### src/bm3_pkg.sv
// Shared types and constants for the 3x3 binary morphology unit.
// No dependencies; used by every module of the block.
`default_nettype none
package bm3_pkg;

  localparam int PIX_W         = 8;
  localparam int MAX_WIDTH_DEF = 1024;

  localparam int CFG_IDX_W    = 2;
  localparam int CFG_DATA_W   = 13;
  localparam int WIDTH_REG_W  = 11;
  localparam int HEIGHT_REG_W = 13;
  localparam int ROW_W        = 13;
  localparam int CMP_W        = 14;

  localparam logic [CFG_IDX_W-1:0] REG_SPREAD_MODE  = 2'd0;
  localparam logic [CFG_IDX_W-1:0] REG_IMAGE_WIDTH  = 2'd1;
  localparam logic [CFG_IDX_W-1:0] REG_IMAGE_HEIGHT = 2'd2;

  localparam logic [WIDTH_REG_W-1:0]  WIDTH_RST  = 11'd640;
  localparam logic [HEIGHT_REG_W-1:0] HEIGHT_RST = 13'd480;
  localparam int MIN_DIM    = 3;
  localparam int MAX_HEIGHT = 4096;

  localparam logic [PIX_W-1:0] PIX_WHITE = 8'hFF;
  localparam logic [PIX_W-1:0] PIX_BLACK = 8'h00;

  typedef struct packed {
    logic             emit;
    logic             interior;
    logic             frame_end;
    logic [PIX_W-1:0] pix;
  } bm3_item_t;

endpackage
`default_nettype wire

### src/bm3_window.sv
// Item register, 3x3 window, spread filter and result register.
// Depends on bm3_pkg; writes back to bm3_line_buf.
`default_nettype none
module bm3_window #(
  parameter int AW = $clog2(bm3_pkg::MAX_WIDTH_DEF)
) (
  input  wire logic                           clk,
  input  wire logic                           rst_n,
  input  wire logic                           take,
  input  wire bm3_pkg::bm3_item_t             item,
  input  wire logic [AW-1:0]                  idx,
  input  wire logic                           spread_mode,
  input  wire logic [bm3_pkg::PIX_W-1:0]      top,
  input  wire logic [bm3_pkg::PIX_W-1:0]      mid,
  output logic                                stage_free,
  output logic                                wr_en,
  output logic      [AW-1:0]                  wr_addr,
  output logic      [bm3_pkg::PIX_W-1:0]      wr_upper,
  output logic      [bm3_pkg::PIX_W-1:0]      wr_middle,
  output logic                                out_valid,
  input  wire logic                           out_ready,
  output logic      [bm3_pkg::PIX_W-1:0]      out_pixel_out,
  output logic                                out_frame_last
);

  logic                      s1_valid_r;
  bm3_pkg::bm3_item_t        s1_item_r;
  logic [AW-1:0]             s1_idx_r;
  logic [bm3_pkg::PIX_W-1:0] win_r [9];
  logic [bm3_pkg::PIX_W-1:0] win_nxt [9];
  logic                      out_valid_r;
  logic [bm3_pkg::PIX_W-1:0] out_pix_r;
  logic                      out_last_r;

  logic                      s1_go, hit;
  logic [bm3_pkg::PIX_W-1:0] target, value;

  always_comb begin
    s1_go      = s1_valid_r && (!s1_item_r.emit || !out_valid_r || out_ready);
    stage_free = !s1_valid_r || s1_go;

    for (int r = 0; r < 3; r++) begin
      win_nxt[r*3]   = win_r[r*3+1];
      win_nxt[r*3+1] = win_r[r*3+2];
    end
    win_nxt[2] = top;
    win_nxt[5] = mid;
    win_nxt[8] = s1_item_r.pix;

    target = spread_mode ? bm3_pkg::PIX_WHITE : bm3_pkg::PIX_BLACK;
    hit    = 1'b0;
    for (int k = 0; k < 9; k++) begin
      if (win_nxt[k] == target) begin
        hit = 1'b1;
      end
    end
    value = (s1_item_r.interior && hit) ? target : win_nxt[4];
  end

  always_ff @(posedge clk) begin
    if (!rst_n) begin
      s1_valid_r  <= 1'b0;
      out_valid_r <= 1'b0;
      for (int k = 0; k < 9; k++) begin
        win_r[k] <= '0;
      end
    end else begin
      if (take) begin
        s1_valid_r <= 1'b1;
      end else if (s1_go) begin
        s1_valid_r <= 1'b0;
      end
      if (s1_go) begin
        for (int k = 0; k < 9; k++) begin
          win_r[k] <= win_nxt[k];
        end
      end
      if (s1_go && s1_item_r.emit) begin
        out_valid_r <= 1'b1;
      end else if (out_ready) begin
        out_valid_r <= 1'b0;
      end
    end
  end

  always_ff @(posedge clk) begin
    if (take) begin
      s1_item_r <= item;
      s1_idx_r  <= idx;
    end
    if (s1_go && s1_item_r.emit) begin
      out_pix_r  <= value;
      out_last_r <= s1_item_r.frame_end;
    end
  end

  assign wr_en          = s1_go;
  assign wr_addr        = s1_idx_r;
  assign wr_upper       = mid;
  assign wr_middle      = s1_item_r.pix;
  assign out_valid      = out_valid_r;
  assign out_pixel_out  = out_pix_r;
  assign out_frame_last = out_last_r;

endmodule
`default_nettype wire

### config.mk
export PLATFORM = sky130hd
export DESIGN_NAME = bm3_window
export DESIGN_NICKNAME = d
export VERILOG_FILES = /design/src/bm3_pkg.sv /design/src/bm3_window.sv
export SDC_FILE = /design/constraint.sdc
export NUM_CORES = 1
export LEC_CHECK = 0
export ABC_AREA = 1
export BUFFER_PORTS_ARGS = -buffer_cell sky130_fd_sc_hd__buf_4
export CORE_AREA = 5 5 97 99
export DETAILED_ROUTE_END_ITERATION = 6
export DIE_AREA = 0 0 102 104
export GPL_TIMING_DRIVEN = 0
export PLACE_DENSITY = 0.67
export SETUP_SLACK_MARGIN = 0.4
export SYNTH_ARGS = -nofsm -noshare
export SYNTH_HDL_FRONTEND = slang
export SYNTH_SLANG_ARGS = --single-unit
### constraint.sdc
create_clock -name clk -period 4.49 [get_ports clk]
set_input_delay 0.6735 -clock clk [delete_from_list [all_inputs] [get_ports clk]]
set_output_delay 0.6735 -clock clk [all_outputs]
set_load 0.1 [all_outputs]
==> summary.md <==
| Metric | Value |
|---|---|
| IO Count | `80` |
| Status | `finished clean` |
| Slew @ Worst Pin | `about 1.1 ns` |
| Sequential cell area | `roughly 0.0024 mm²` |
| Fill cells | `around 750` |
| #FFs+latches synth | `80` |
| Multiplexer share of the synthesized area | `0%` |
| DP HPWL | `5.276 mm` |
| Post-Synth Adder-Cell Area | `0%` |
| Vias in the first global route | `between 2000 and 3000` |
| R2r worst-path depth | `2` |
| Clk Latency, worst-skew pair | `approximately 0.34 ns` |
| Worst hold slack | `~0.43 ns` |
| Reg2reg start | `s1_item_r[10]` |
| Dpl ws | `approximately 2.1 ns` |
| Worst reg-to-reg setup slack | `around 2.5 ns` |
| PortBufs | `roughly 80` |
| Post-synth cell types | `23` |
| Compound-gate portion of the synthesized area | `less than 1%` |
| Area occupied by multi-input gates | `around 900 µm²` |
| Placement Cell Area | `about 0.0044 mm²` |
| Worst clock skew | `0.009517 ns` |
| Tcrit/Tclk final | `46.85%` |
| HP Class | `reg2reg` |
| GRT Overall Usage | `approximately 14%` |
| Cells after Synth | `between 300 and 400` |
| Hold-critical path depth | `0` |
| Arr. time, crit path | `approximately 1.4 ns` |
| Max_slew headroom | `between 20% and 30%` |
| Setup slack after layout | `roughly 2.4 ns` |
| Post-CTS sizing | `0` |
| Die X | `between 100 and 150 µm` |
| Synth warn | `0` |
| Fin nets | `approximately 500` |
| Syn avg cell area | `~10 µm²` |
| Startpoint Class | `flop` |
| Most frequent cells in the layout | `99 x nor2_1, 94 x buf_4, 78 x edfxtp_1, 63 x nand2_1, 61 x inv_1` |
| Pre-antenna DRT Iters | `5` |
| Critical path peak fanout | `4` |
| Core area | `around 0.0085 mm²` |
| CTS Buf Count | `9` |
| CTS Hold Bufs | `0` |
| TritonCTS clock tree | `done` |
| Sequential area share after synthesis | `64.50%` |
| RePlAce Congestion | `roughly 0.8` |
| Most common cell after layout, fill and taps aside | `nor2_1` |
| Post-CTS setup buffer count | `0` |
| Layout area overhead | `23.95%` |
| Mapped Area | `approximately 0.0037 mm²` |
| Inserted Diodes | `0` |
| Final Util | `~54%` |
| 1st-iter DRT viols | `123` |
| Largest net degree at the start of global routing | `49` |
| Share of post-route cells with drive strength above 1 | `28.66%` |
| Worst hold start | `s1_item_r[8]` |
| DIE HEIGHT | `approximately 100 µm` |
| RSZ-0062 raised after global routing | `false` |
| Worst path required time | `roughly 3.8 ns` |
| Crit. End Element | `output pin` |
| DR vias | `about 2600` |
| MaxCap Viol Count | `0` |
| Row count | `34` |
| Maximum clock frequency | `approximately 480 MHz` |
| Crit path time final | `approximately 2.1 ns` |
| Via density per instance | `around 4.5` |
| Final setup fails | `0` |
| Final Slew Violations | `0` |
| Antenna violations before repair | `0` |
| RR Endpoint | `win_r[8][7]` |
| Clk buf depth | `2` |
| Max VDD drop | `around 0.19 mV` |
| Pwr Density | `367.5 mW/mm²` |
| Fin. Hold Viols | `0` |
| Cell area after layout | `0.004578 mm²` |
| Worst Hold End | `out_frame_last` |
| Met2 Resource Use GR | `roughly a quarter` |
| Setup_tns | `0 ns` |
| Routed WL | `7.072 mm` |
| Synthesized Nets | `between 400 and 500` |
| Post-route ant nets | `0` |
| Met3 Usage GRT | `4.561%` |
| WL per Instance | `~12 µm` |
| LEAKAGE | `2.043 nW` |
| Grt ovf | `0` |
| Synth Area in Simple Gates | `a little under a quarter` |
| Clock slew at reported path FFs | `about 0.080 ns` |
| Die Area | `~0.011 mm²` |
| XOR/XNOR Fraction of Synth Area | `0%` |
| First-pass GRT wire length | `between 10 and 15 mm` |
| # clock sinks | `80` |
| CTS H-tree lvls | `3` |
| Largest family of logic cells by synthesized area | `simple AND/OR/NAND/NOR gates` |
| GR peak layer | `met2` |
| Residual DRC count | `0` |
| M1 GR Usage | `around 16%` |
| Initial core utilization | `43.63%` |
| Crit Path Class | `reg2out` |
| Root buffer cell | `clkbuf_8` |
==> cell families (layout without fill, tap and decap cells) <==
| group | Yosys count | in the layout |
|---|---|---|
| AND/OR/NAND/NOR | 203 | 203 |
| buffers and inverters | 84 | 178 |
| flip-flops | 80 | 80 |
| AO/OA/AOI/OAI | 3 | 3 |
==> power by group <==
group	leakage [nW]	internal (mW)	switching (mW)
combinational	1.15	0.0867	0.237
sequential	0.817	0.874	0.0278
clock	0.0757	0.197	0.260
==> area by class of cell <==
type / count / share of cell area [%]
buffer: 23 / 3.799
clock buffer: 10 / 2.788
clock inverter: 6 / 0.7926
inverter: 61 / 5.001
multi-input combinational: 206 / 19.84
sequential: 80 / 52.04
tap: 108 / 2.952
timing repair buffer: 78 / 12.79
==> sequential cells by signal, indices dropped and copies added (netlist names) <==
register	count
wr_addr	10
out_frame_last	1
out_valid	1
s1_item_r	3
win_r	48
wr_middle	8
out_pixel_out	8
s1_valid_r	1
==> worst max-delay path, cell delays in order, from the launching register on <==
cell and delay [ns]:
edfxtp_1 0.43, a31oi_2 0.30, buf_4 0.35
==> metrics by stage <==
| stage | cells | power, mW |
|---|---|---|
| after floorplan | 370 | 1.153 |
| after global placement | 556 | 1.240 |
| after detailed placement | 556 | 1.245 |
| after CTS | 572 | 1.691 |
| after global routing | 572 | 1.751 |
| final | 572 | 1.683 |
==> worst max path at each step <==
stage               cells after the start           to           from  slack (ns)
global placement                        4  win_r[1][1]      out_ready        2.17
finish                                  2        wr_en  s1_item_r[10]        2.39
CTS                                     2        wr_en  s1_item_r[10]        2.37
global route                            2        wr_en  s1_item_r[10]        2.30
floorplan                               2  win_r[1][0]      out_valid        1.40
detailed placement                      4  win_r[1][7]      out_ready        2.12
==> layer usage <==
metal  routed length (µm)  vias up
met5                    0        -
met4                  102        0
met3                  515       11
met2                 3652       75
met1                 2802     1150
li1                     -     1327
==> cells in the mapped netlist <==
library cell,count,area (µm²)
a21oi_1,1,5.000
a21oi_2,1,8.760
a31oi_2,1,12.51
buf_12,1,20.02
buf_2,3,15.01
buf_4,16,120.1
buf_6,1,11.26
clkbuf_1,2,7.510
dfxtp_1,2,40.04
edfxtp_1,78,2342
inv_1,61,229.0
nand2_1,63,236.5
nand2_2,1,6.260
nand2_4,1,11.26
nand3_1,14,70.07
nand3_2,5,50.05
nand3_4,1,17.52
nand3b_1,3,22.52
nand4_1,3,18.77
nor2_1,99,371.6
nor2_2,9,56.30
nor3_1,3,15.01
or2_2,1,6.260
Note: power is estimated with default switching activity, not from simulation.
