File: src/bm3_pkg.sv
// Shared types and constants for the 3x3 binary morphology unit.
// No dependencies; used by every module of the block.
`default_nettype none
package bm3_pkg;

  localparam int PIX_W         = 8;
  localparam int MAX_WIDTH_DEF = 1024;

  localparam int CFG_IDX_W    = 2;
  localparam int CFG_DATA_W   = 13;
  localparam int WIDTH_REG_W  = 11;
  localparam int HEIGHT_REG_W = 13;
  localparam int ROW_W        = 13;
  localparam int CMP_W        = 14;

  localparam logic [CFG_IDX_W-1:0] REG_SPREAD_MODE  = 2'd0;
  localparam logic [CFG_IDX_W-1:0] REG_IMAGE_WIDTH  = 2'd1;
  localparam logic [CFG_IDX_W-1:0] REG_IMAGE_HEIGHT = 2'd2;

  localparam logic [WIDTH_REG_W-1:0]  WIDTH_RST  = 11'd640;
  localparam logic [HEIGHT_REG_W-1:0] HEIGHT_RST = 13'd480;
  localparam int MIN_DIM    = 3;
  localparam int MAX_HEIGHT = 4096;

  localparam logic [PIX_W-1:0] PIX_WHITE = 8'hFF;
  localparam logic [PIX_W-1:0] PIX_BLACK = 8'h00;

  typedef struct packed {
    logic             emit;
    logic             interior;
    logic             frame_end;
    logic [PIX_W-1:0] pix;
  } bm3_item_t;

endpackage
`default_nettype wire

File: src/bm3_ctrl.sv
// Configuration registers, raster position counters and drain bookkeeping.
// Depends on bm3_pkg.
`default_nettype none
module bm3_ctrl #(
  parameter int MAX_WIDTH = bm3_pkg::MAX_WIDTH_DEF
) (
  input  wire logic                                clk,
  input  wire logic                                rst_n,
  input  wire logic                                cfg_wr_en,
  input  wire logic [bm3_pkg::CFG_IDX_W-1:0]       cfg_index,
  input  wire logic [bm3_pkg::CFG_DATA_W-1:0]      cfg_wdata,
  input  wire logic                                accept,
  input  wire logic [bm3_pkg::PIX_W-1:0]           pixel_in,
  input  wire logic                                flush,
  output logic                                     take,
  output logic      [$clog2(MAX_WIDTH)-1:0]        rd_idx,
  output bm3_pkg::bm3_item_t                       item,
  output logic                                     spread_mode
);

  localparam int CW = $clog2(MAX_WIDTH);
  localparam int WW = $clog2(MAX_WIDTH + 1);
  localparam int OW = $clog2(MAX_WIDTH + 2);
  localparam int CMPW = bm3_pkg::CMP_W;
  localparam int RW = bm3_pkg::ROW_W;

  logic                               mode_r;
  logic [bm3_pkg::WIDTH_REG_W-1:0]    width_r;
  logic [bm3_pkg::HEIGHT_REG_W-1:0]   height_r;
  logic [CW-1:0]                      col_r, col_nxt;
  logic [RW-1:0]                      row_r, row_nxt;
  logic [OW-1:0]                      owed_r, owed_nxt;

  logic [WW-1:0]   eff_w;
  logic [RW-1:0]   eff_h;
  logic [CMPW-1:0] ci_p1, ri_p1;
  logic            draining, row_end, last_pix, frame_end, emit, interior;

  always_comb begin
    if (CMPW'(width_r) < CMPW'(bm3_pkg::MIN_DIM)) begin
      eff_w = WW'(bm3_pkg::MIN_DIM);
    end else if (CMPW'(width_r) > CMPW'(MAX_WIDTH)) begin
      eff_w = WW'(MAX_WIDTH);
    end else begin
      eff_w = WW'(width_r);
    end
    if (CMPW'(height_r) < CMPW'(bm3_pkg::MIN_DIM)) begin
      eff_h = RW'(bm3_pkg::MIN_DIM);
    end else if (CMPW'(height_r) > CMPW'(bm3_pkg::MAX_HEIGHT)) begin
      eff_h = RW'(bm3_pkg::MAX_HEIGHT);
    end else begin
      eff_h = RW'(height_r);
    end
  end

  always_comb begin
    draining  = (owed_r != '0);
    take      = accept && (draining || !flush);
    ci_p1     = CMPW'(col_r) + CMPW'(1);
    ri_p1     = CMPW'(row_r) + CMPW'(1);
    row_end   = (ci_p1 >= CMPW'(eff_w));
    emit      = (row_r >= RW'(2)) || ((row_r == RW'(1)) && (col_r != '0));
    interior  = (row_r >= RW'(2)) && (ri_p1 <= CMPW'(eff_h)) &&
                (col_r >= CW'(2)) && (ci_p1 <= CMPW'(eff_w));
    last_pix  = !draining && (ri_p1 >= CMPW'(eff_h)) && row_end;
    frame_end = draining && (owed_r == OW'(1));

    if (row_end) begin
      col_nxt = '0;
      row_nxt = RW'(ri_p1);
    end else begin
      col_nxt = CW'(ci_p1);
      row_nxt = row_r;
    end
    owed_nxt = draining ? owed_r - OW'(1) : owed_r;
    if (frame_end) begin
      col_nxt = '0;
      row_nxt = '0;
    end
    if (last_pix) begin
      owed_nxt = OW'(eff_w) + OW'(1);
    end

    item.emit      = emit;
    item.interior  = interior;
    item.frame_end = frame_end;
    item.pix       = draining ? bm3_pkg::PIX_BLACK : pixel_in;
    rd_idx         = col_r;
  end

  always_ff @(posedge clk) begin
    if (!rst_n) begin
      mode_r   <= 1'b0;
      width_r  <= bm3_pkg::WIDTH_RST;
      height_r <= bm3_pkg::HEIGHT_RST;
      col_r    <= '0;
      row_r    <= '0;
      owed_r   <= '0;
    end else begin
      if (cfg_wr_en) begin
        case (cfg_index)
          bm3_pkg::REG_SPREAD_MODE:  mode_r   <= cfg_wdata[0];
          bm3_pkg::REG_IMAGE_WIDTH:  width_r  <= cfg_wdata[bm3_pkg::WIDTH_REG_W-1:0];
          bm3_pkg::REG_IMAGE_HEIGHT: height_r <= cfg_wdata;
          default: ;
        endcase
      end
      if (take) begin
        col_r  <= col_nxt;
        row_r  <= row_nxt;
        owed_r <= owed_nxt;
      end
    end
  end

  assign spread_mode = mode_r;

endmodule
`default_nettype wire

File: config.mk
export PLATFORM = sky130hd
export DESIGN_NAME = bm3_ctrl
export DESIGN_NICKNAME = d
export VERILOG_FILES = /design/src/bm3_pkg.sv /design/src/bm3_ctrl.sv
export SDC_FILE = /design/constraint.sdc
export NUM_CORES = 1
export LEC_CHECK = 0
export ABC_AREA = 1
export BUFFER_PORTS_ARGS = -buffer_cell sky130_fd_sc_hd__buf_2
export CORE_MARGIN = 4
export CORE_UTILIZATION = 36
export DETAILED_ROUTE_END_ITERATION = 12
export SKIP_CTS_REPAIR_TIMING = 1
export SLEW_MARGIN = 20
export SYNTH_ARGS = -nofsm -noshare
export SYNTH_HDL_FRONTEND = slang
export SYNTH_SLANG_ARGS = --single-unit
File: constraint.sdc
create_clock -name clk -period 6.4 [get_ports clk]
set_input_delay 0.32 -clock clk [delete_from_list [all_inputs] [get_ports clk]]
set_output_delay 0.32 -clock clk [all_outputs]
set_load 0.05 [all_outputs]
==> out/results.ini, run 1 <==
[route]
num_vias=4100
drt-total-wl_um=10990
vias_per_cell=4.970
drc=0
detail_route.wl_per_cell_um=13.32
drt_pass1_iterations=5
drtAntennaViolNets=0
drt_iter0_markers=260

[clocking]
insertion_delay_ps=330
clk_pin_slew_ps=60
root_buffer=clkbuf_16
clock_path_buffers=2
cts_tree=built
cts.htree.levels=3
cts_buffers=9
clock_sinks=59

[floorplanning]
placementRows=39
io_pins=51
core_area_um2=11470
die_h_um=116.4
die_x_um=116.4
dieArea_um2=13540
initial_core_util=0.3687

[global_route]
grt_max_degree=45
antenna_found_initial=0
grt_overflow_total=0
grt_pass1_wl_um=17910
grt_pass1_vias=3813
track_usage=0.1668

[yosys]
yosysMostFrequentCell=nand2_1
syn_nets=692
syn_area_per_cell_um2=6.700
synth_commonest_cells=nand2_1, nor2_1, inv_1, dfxtp_1, nand3_1
ys.warnings.count=0
synth.area.top_cells=dfxtp_1, nand2_1, ha_1, nor2_1, inv_1
synth_edf_count=0
synthCells=631
synth.cell_area_um2=4228
yosys.area.top_type=dfxtp_1
seq_area_frac_synth=0.2794
synth_top_area_share=0.2794
synthFlopType=dfxtp_1
yosys_register_bits=59
async_flop_share=0
yosys.cell_types.count=44

[worst_setup_path]
critPathMaxFanout=13
critical_path_class=reg2reg
cp-start-kind=register
crit_slowest_cell=dfxtp_1
path_delay_family=simple AND/OR/NAND/NOR gates
max_stage_delay_ps=460
arrival_ps=3770
path_cells=inv_1, nor4_1, nand4_1, xor2_1, inv_1, ha_1, nand2_1, inv_1, nand2_1, nor3_1, nor2_1, nor2_2, nand2_2, a21oi_4, inv_2, nor2_1, nor2_1
critPathBufInv=4
crit_path_end_kind=register
rrSetupSlack_ps=2850
cp.required_ps=6610

[cells_and_area]
fillCellCount=1195
drive_above_1_share=0.1422
final_nets=738
antenna_cells=0
synthToLayoutAreaGrowth_pct=15.66
fin_cells=825
postLayoutCoreUtil=0.4264

[min_path]
min_path_type=in2reg

[sta]
clock_skew_ps=9.494
period_share=0.5552
drv_slew=0
rsz0062_at_grt=no
max_freq_ghz=0.2814
tightest_slew_ps=831.0
max_slew_margin=0.4447
setup_viol=0
period_minus_slack_ps=3553
hold_viol=0
tns_ps=0

[placed_design]
dp_hpwl_um=8668
dp_cells=809
io_buffer_count=50
globalplace.congestion=0.8292

[pwr]
power_density_nw_per_um2=308.1
vdd_drop_max_mv=0.2297
p_leak_nw=2.418

[run]
maxCapViolCount=0

[outcome]
status=finished, final reports clean

## cell usage in the layout (no fill, tap or decap), types with 2 or more instances in the layout
| master | instances |
|---|---|
| a211oi_1 | 4 |
| a211oi_2 | 4 |
| a21oi_1 | 25 |
| a21oi_4 | 2 |
| a31oi_1 | 2 |
| buf_2 | 50 |
| bufinv_16 | 2 |
| clkbuf_16 | 9 |
| clkbuf_8 | 2 |
| dfxtp_1 | 59 |
| ha_1 | 33 |
| inv_1 | 94 |
| inv_2 | 3 |
| nand2_1 | 122 |
| nand3_1 | 36 |
| nand3_2 | 5 |
| nand3b_1 | 2 |
| nand4_1 | 13 |
| nor2_1 | 103 |
| nor2_2 | 3 |
| nor3_1 | 8 |
| nor3_2 | 2 |
| nor4_1 | 5 |
| o211ai_1 | 2 |
| o21a_1 | 2 |
| o21ai_0 | 32 |
| o21ai_1 | 11 |
| o22ai_2 | 3 |
| xnor2_1 | 6 |
| xor2_1 | 22 |
## worst reg2reg max path, stage by stage, from the launching register on
cell and delay, ps:
dfxtp_1 460, inv_1 130, nor4_1 470, nand4_1 170, xor2_1 240, inv_1 90, ha_1 280, nand2_1 50
inv_1 50, nand2_1 80, nor3_1 270, nor2_1 180, nor2_2 150, nand2_2 110, a21oi_4 350, inv_2 170
nor2_1 140, nor2_1 50
## power by group
part / total [W] / internal, W / switching (W)
registers: 0.000458 / 0.000410 / 0.0000484
logic: 0.000511 / 0.000168 / 0.000343
clock network: 0.000537 / 0.000361 / 0.000176
total: 0.00151 / 0.000939 / 0.000567
## per-stage QoR
step / cell area (µm²) / worst slack, ps / power, W / hold WS (ps)
global placement: 4561 / 2880 / 0.0009662 / 477.8
CTS: 4890 / 2819 / 0.001519 / 217.6
global route: 4890 / 2333 / 0.001605 / 223.3
detailed placement: 4561 / 2858 / 0.0009749 / 470.2
finish: 4890 / 2847 / 0.001506 / 231.6
floorplan: 4228 / 3203 / 0.0008771 / 444.1
## routing by layer
layer | routed length, µm | track usage | vias up
li1 | - | - | 2122
met2 | 5356 | 0.2818 | 77
met3 | 417 | 0.04456 | 14
met1 | 5078 | 0.2123 | 1887
met4 | 138 | 0.03944 | 0
met5 | 0 | 0 | -
## state kept, by name (all words and copies together), names as in the netlist
name and cells:
width_r 11, height_r 13, spread_mode 1, row_r 13, owed_r 11, rd_idx 10
## cell families after synthesis
| kind of cell | synth area share |
|---|---|
| buffers and inverters | 0.1113 |
| and+or+nand+nor | 0.3196 |
| DFF | 0.2794 |
| adders and majority gates | 0.09766 |
| AOI/OAI and AO/OA | 0.1341 |
| xor gates and xnor gates | 0.05800 |
## path summary, 6_finish.rpt
path | startpoint | to | depth (start not counted)
setup / recovery | rd_idx[1]$_SDFFE_PN0P_ | owed_r[7]$_SDFFE_PN0P_ | 17
hold / removal | cfg_wdata[11] | height_r[11]$_SDFFE_PN0P_ | 3
setup reg to reg | rd_idx[1]$_SDFFE_PN0P_ | owed_r[7]$_SDFFE_PN0P_ | 17
hold reg to reg | height_r[5]$_SDFFE_PN1P_ | height_r[5]$_SDFFE_PN1P_ | 2
## area by class of cell
cell class              count  area (µm²)  share of cell area
clock buffers              12       256.5             0.05246
clock inverters             4       72.57             0.01484
inverters                  99       374.1             0.07651
multi-input cells         458        2576              0.5269
flip-flops and latches     59        1181              0.2416
well taps                 143       178.9             0.03659
repair buffers             50       250.2             0.05118
(Power assumes the default switching activity.)
==> inputs of run 2 (changes only) <==
- clock period: 6.4 -> 2.9 ns (I/O delays scaled with it)
==> out/results.ini, run 2 (synthesis gave the netlist of run 1 again) <==
[worst_setup_path]
crit_path_end_kind=primary output
rrSetupSlack_ps=-70
critical_path_class=reg2out
r2r-end=owed_r[0]$_SDFFE_PN0P_
cp.required_ps=2760
cp-start-kind=register
arrival_ps=2850
critPathMaxFanout=4
r2r_cells=15
worstReg2RegStart=height_r[8]$_SDFFE_PN1P_

[route]
drt_iter0_markers=282
drtAntennaViolNets=0
drc=0
drt_pass1_iterations=4
drt-total-wl_um=11790
num_vias=4296
detail_route.wl_per_cell_um=13.52
vias_per_cell=4.927

[clocking]
clk_pin_slew_ps=50
cts.htree.levels=3
insertion_delay_ps=340
cts_buffers=9
clock_sinks=59
clock_path_buffers=2
root_buffer=clkbuf_16
cts_tree=built

[floorplanning]
core_area_um2=11470
die_x_um=116.4
io_pins=51
dieArea_um2=13540
initial_core_util=0.3687
placementRows=39
die_h_um=116.4

[outcome]
status=complete, but fails checks
violations=setup timing

[run]
maxCapViolCount=0

[cells_and_area]
layout_commonest_cell=nand2_1
layout_common_cells=nand2_1, nor2_1, inv_1, dfxtp_1, buf_2
reg_top3=height_r x13, row_r x13
fillCellCount=1116
drive_above_1_share=0.2785
antenna_cells=0
register_area_um2=1201
final_nets=785
multiInputGateArea_um2=2885
synthToLayoutAreaGrowth_pct=32.20
postLayoutCoreUtil=0.4874

[sta]
period_share=1.031
setup_viol=12
setup_ws_ps=-90.85
period_minus_slack_ps=2991
max_freq_ghz=0.3344
max_slew_margin=0.6033
hold_viol=0
rsz0062_at_grt=yes
drv_slew=0
tightest_slew_ps=595.0
clock_skew_ps=4.476

[global_route]
grt_pass1_wl_um=19220
grt_max_degree=31
antenna_found_initial=0
grt_overflow_total=0
grt_pass1_vias=4213
track_usage=0.1782

[placed_design]
dp_hpwl_um=9034
io_buffer_count=50
globalplace.congestion=0.8763

[pwr]
fin_total_pwr_w=0.003393
p_leak_nw=2.722
power_density_nw_per_um2=607.1
vdd_drop_max_mv=0.5289

[min_path]
hold_depth=3
min_to=height_r[11]$_SDFFE_PN0P_
min_from=cfg_wdata[11]
min_path_type=in2reg

==> run 2: changes by cell type in the layout (fill, tap and decap cells not counted), moves of 6 or more <==
cell     before  now
nand2_1     122  110
dfxtp_1      59   53
buf_6         0    8
ha_1         33   25
ha_4          0    7
nor2_1      103   94
nor2_2        3   10
nand2_2       1    9
buf_4         0   40
==> run 2: worst max path at each step <==
stage / start / endpoint / slack, ps
2_1_floorplan: rd_idx[5]$_SDFFE_PN0P_ / row_r[3]$_SDFFE_PN0P_ / 4
3_3_place_gp: rd_idx[4]$_SDFFE_PN0P_ / owed_r[6]$_SDFFE_PN0P_ / -30
3_5_place_dp: rd_idx[4]$_SDFFE_PN0P_ / owed_r[6]$_SDFFE_PN0P_ / -50
4_1_cts: rd_idx[4]$_SDFFE_PN0P_ / item[9] / -370
5_1_grt: row_r[0]$_SDFFE_PN0P_ / item[9] / -320
6_report: row_r[0]$_SDFFE_PN0P_ / item[9] / -90
==> run 2: report_power, final <==
group | switching, W | internal [W]
Sequential | 0.0000907 | 0.000908
Combinational | 0.000843 | 0.000471
Clock | 0.000384 | 0.000697
Total | 0.00132 | 0.00208
==> run 2: worst max-delay path, stage by stage (launching register included) <==
cell and delay (ps):
dfxtp_1 330, buf_4 140, inv_1 100, nor3_2 240, buf_4 150, xor2_1 390, ha_4 280, nand2_2 80
inv_1 50, nand2_1 50, nand2_1 40, nor2_1 100, nor2_1 50, nand2_1 80, nand2_1 70, a21oi_2 170
buf_6 180
==> run 2: final cells by class <==
class,instances,area share
inverter,99,0.06783
clock buffer,13,0.05216
sequential,59,0.2149
tap,143,0.03201
multi-input combinational,458,0.5162
clock inverter,3,0.003134
timing repair buffer,97,0.1137
==> run 2: metrics by stage <==
| step | TNS [ps] | hold slack, ps | instance area [µm²] | cells | worst slack (ps) |
|---|---|---|---|---|---|
| after floorplan | 0 | 271.3 | 4253 | 631 | 3.850 |
| after global placement | -126.1 | 366.4 | 4878 | 848 | -30.37 |
| after detailed placement | -304.6 | 376.4 | 4878 | 848 | -51.76 |
| after CTS | -1194 | 20.71 | 5187 | 864 | -370.4 |
| after global routing | -5011 | 38.13 | 5589 | 872 | -318.5 |
| final | -597.6 | 35.69 | 5589 | 872 | -90.85 |
==> run 2: per-layer routing <==
| metal | up-vias | GRT usage | part of all wire |
|---|---|---|---|
| met3 | 17 | 0.03834 | 0.043 |
| met1 | 1990 | 0.2302 | 0.46 |
| met5 | - | 0 | 0 |
| met2 | 71 | 0.2967 | 0.48 |
| li1 | 2218 | - | - |
| met4 | 0 | 0.05646 | 0.015 |
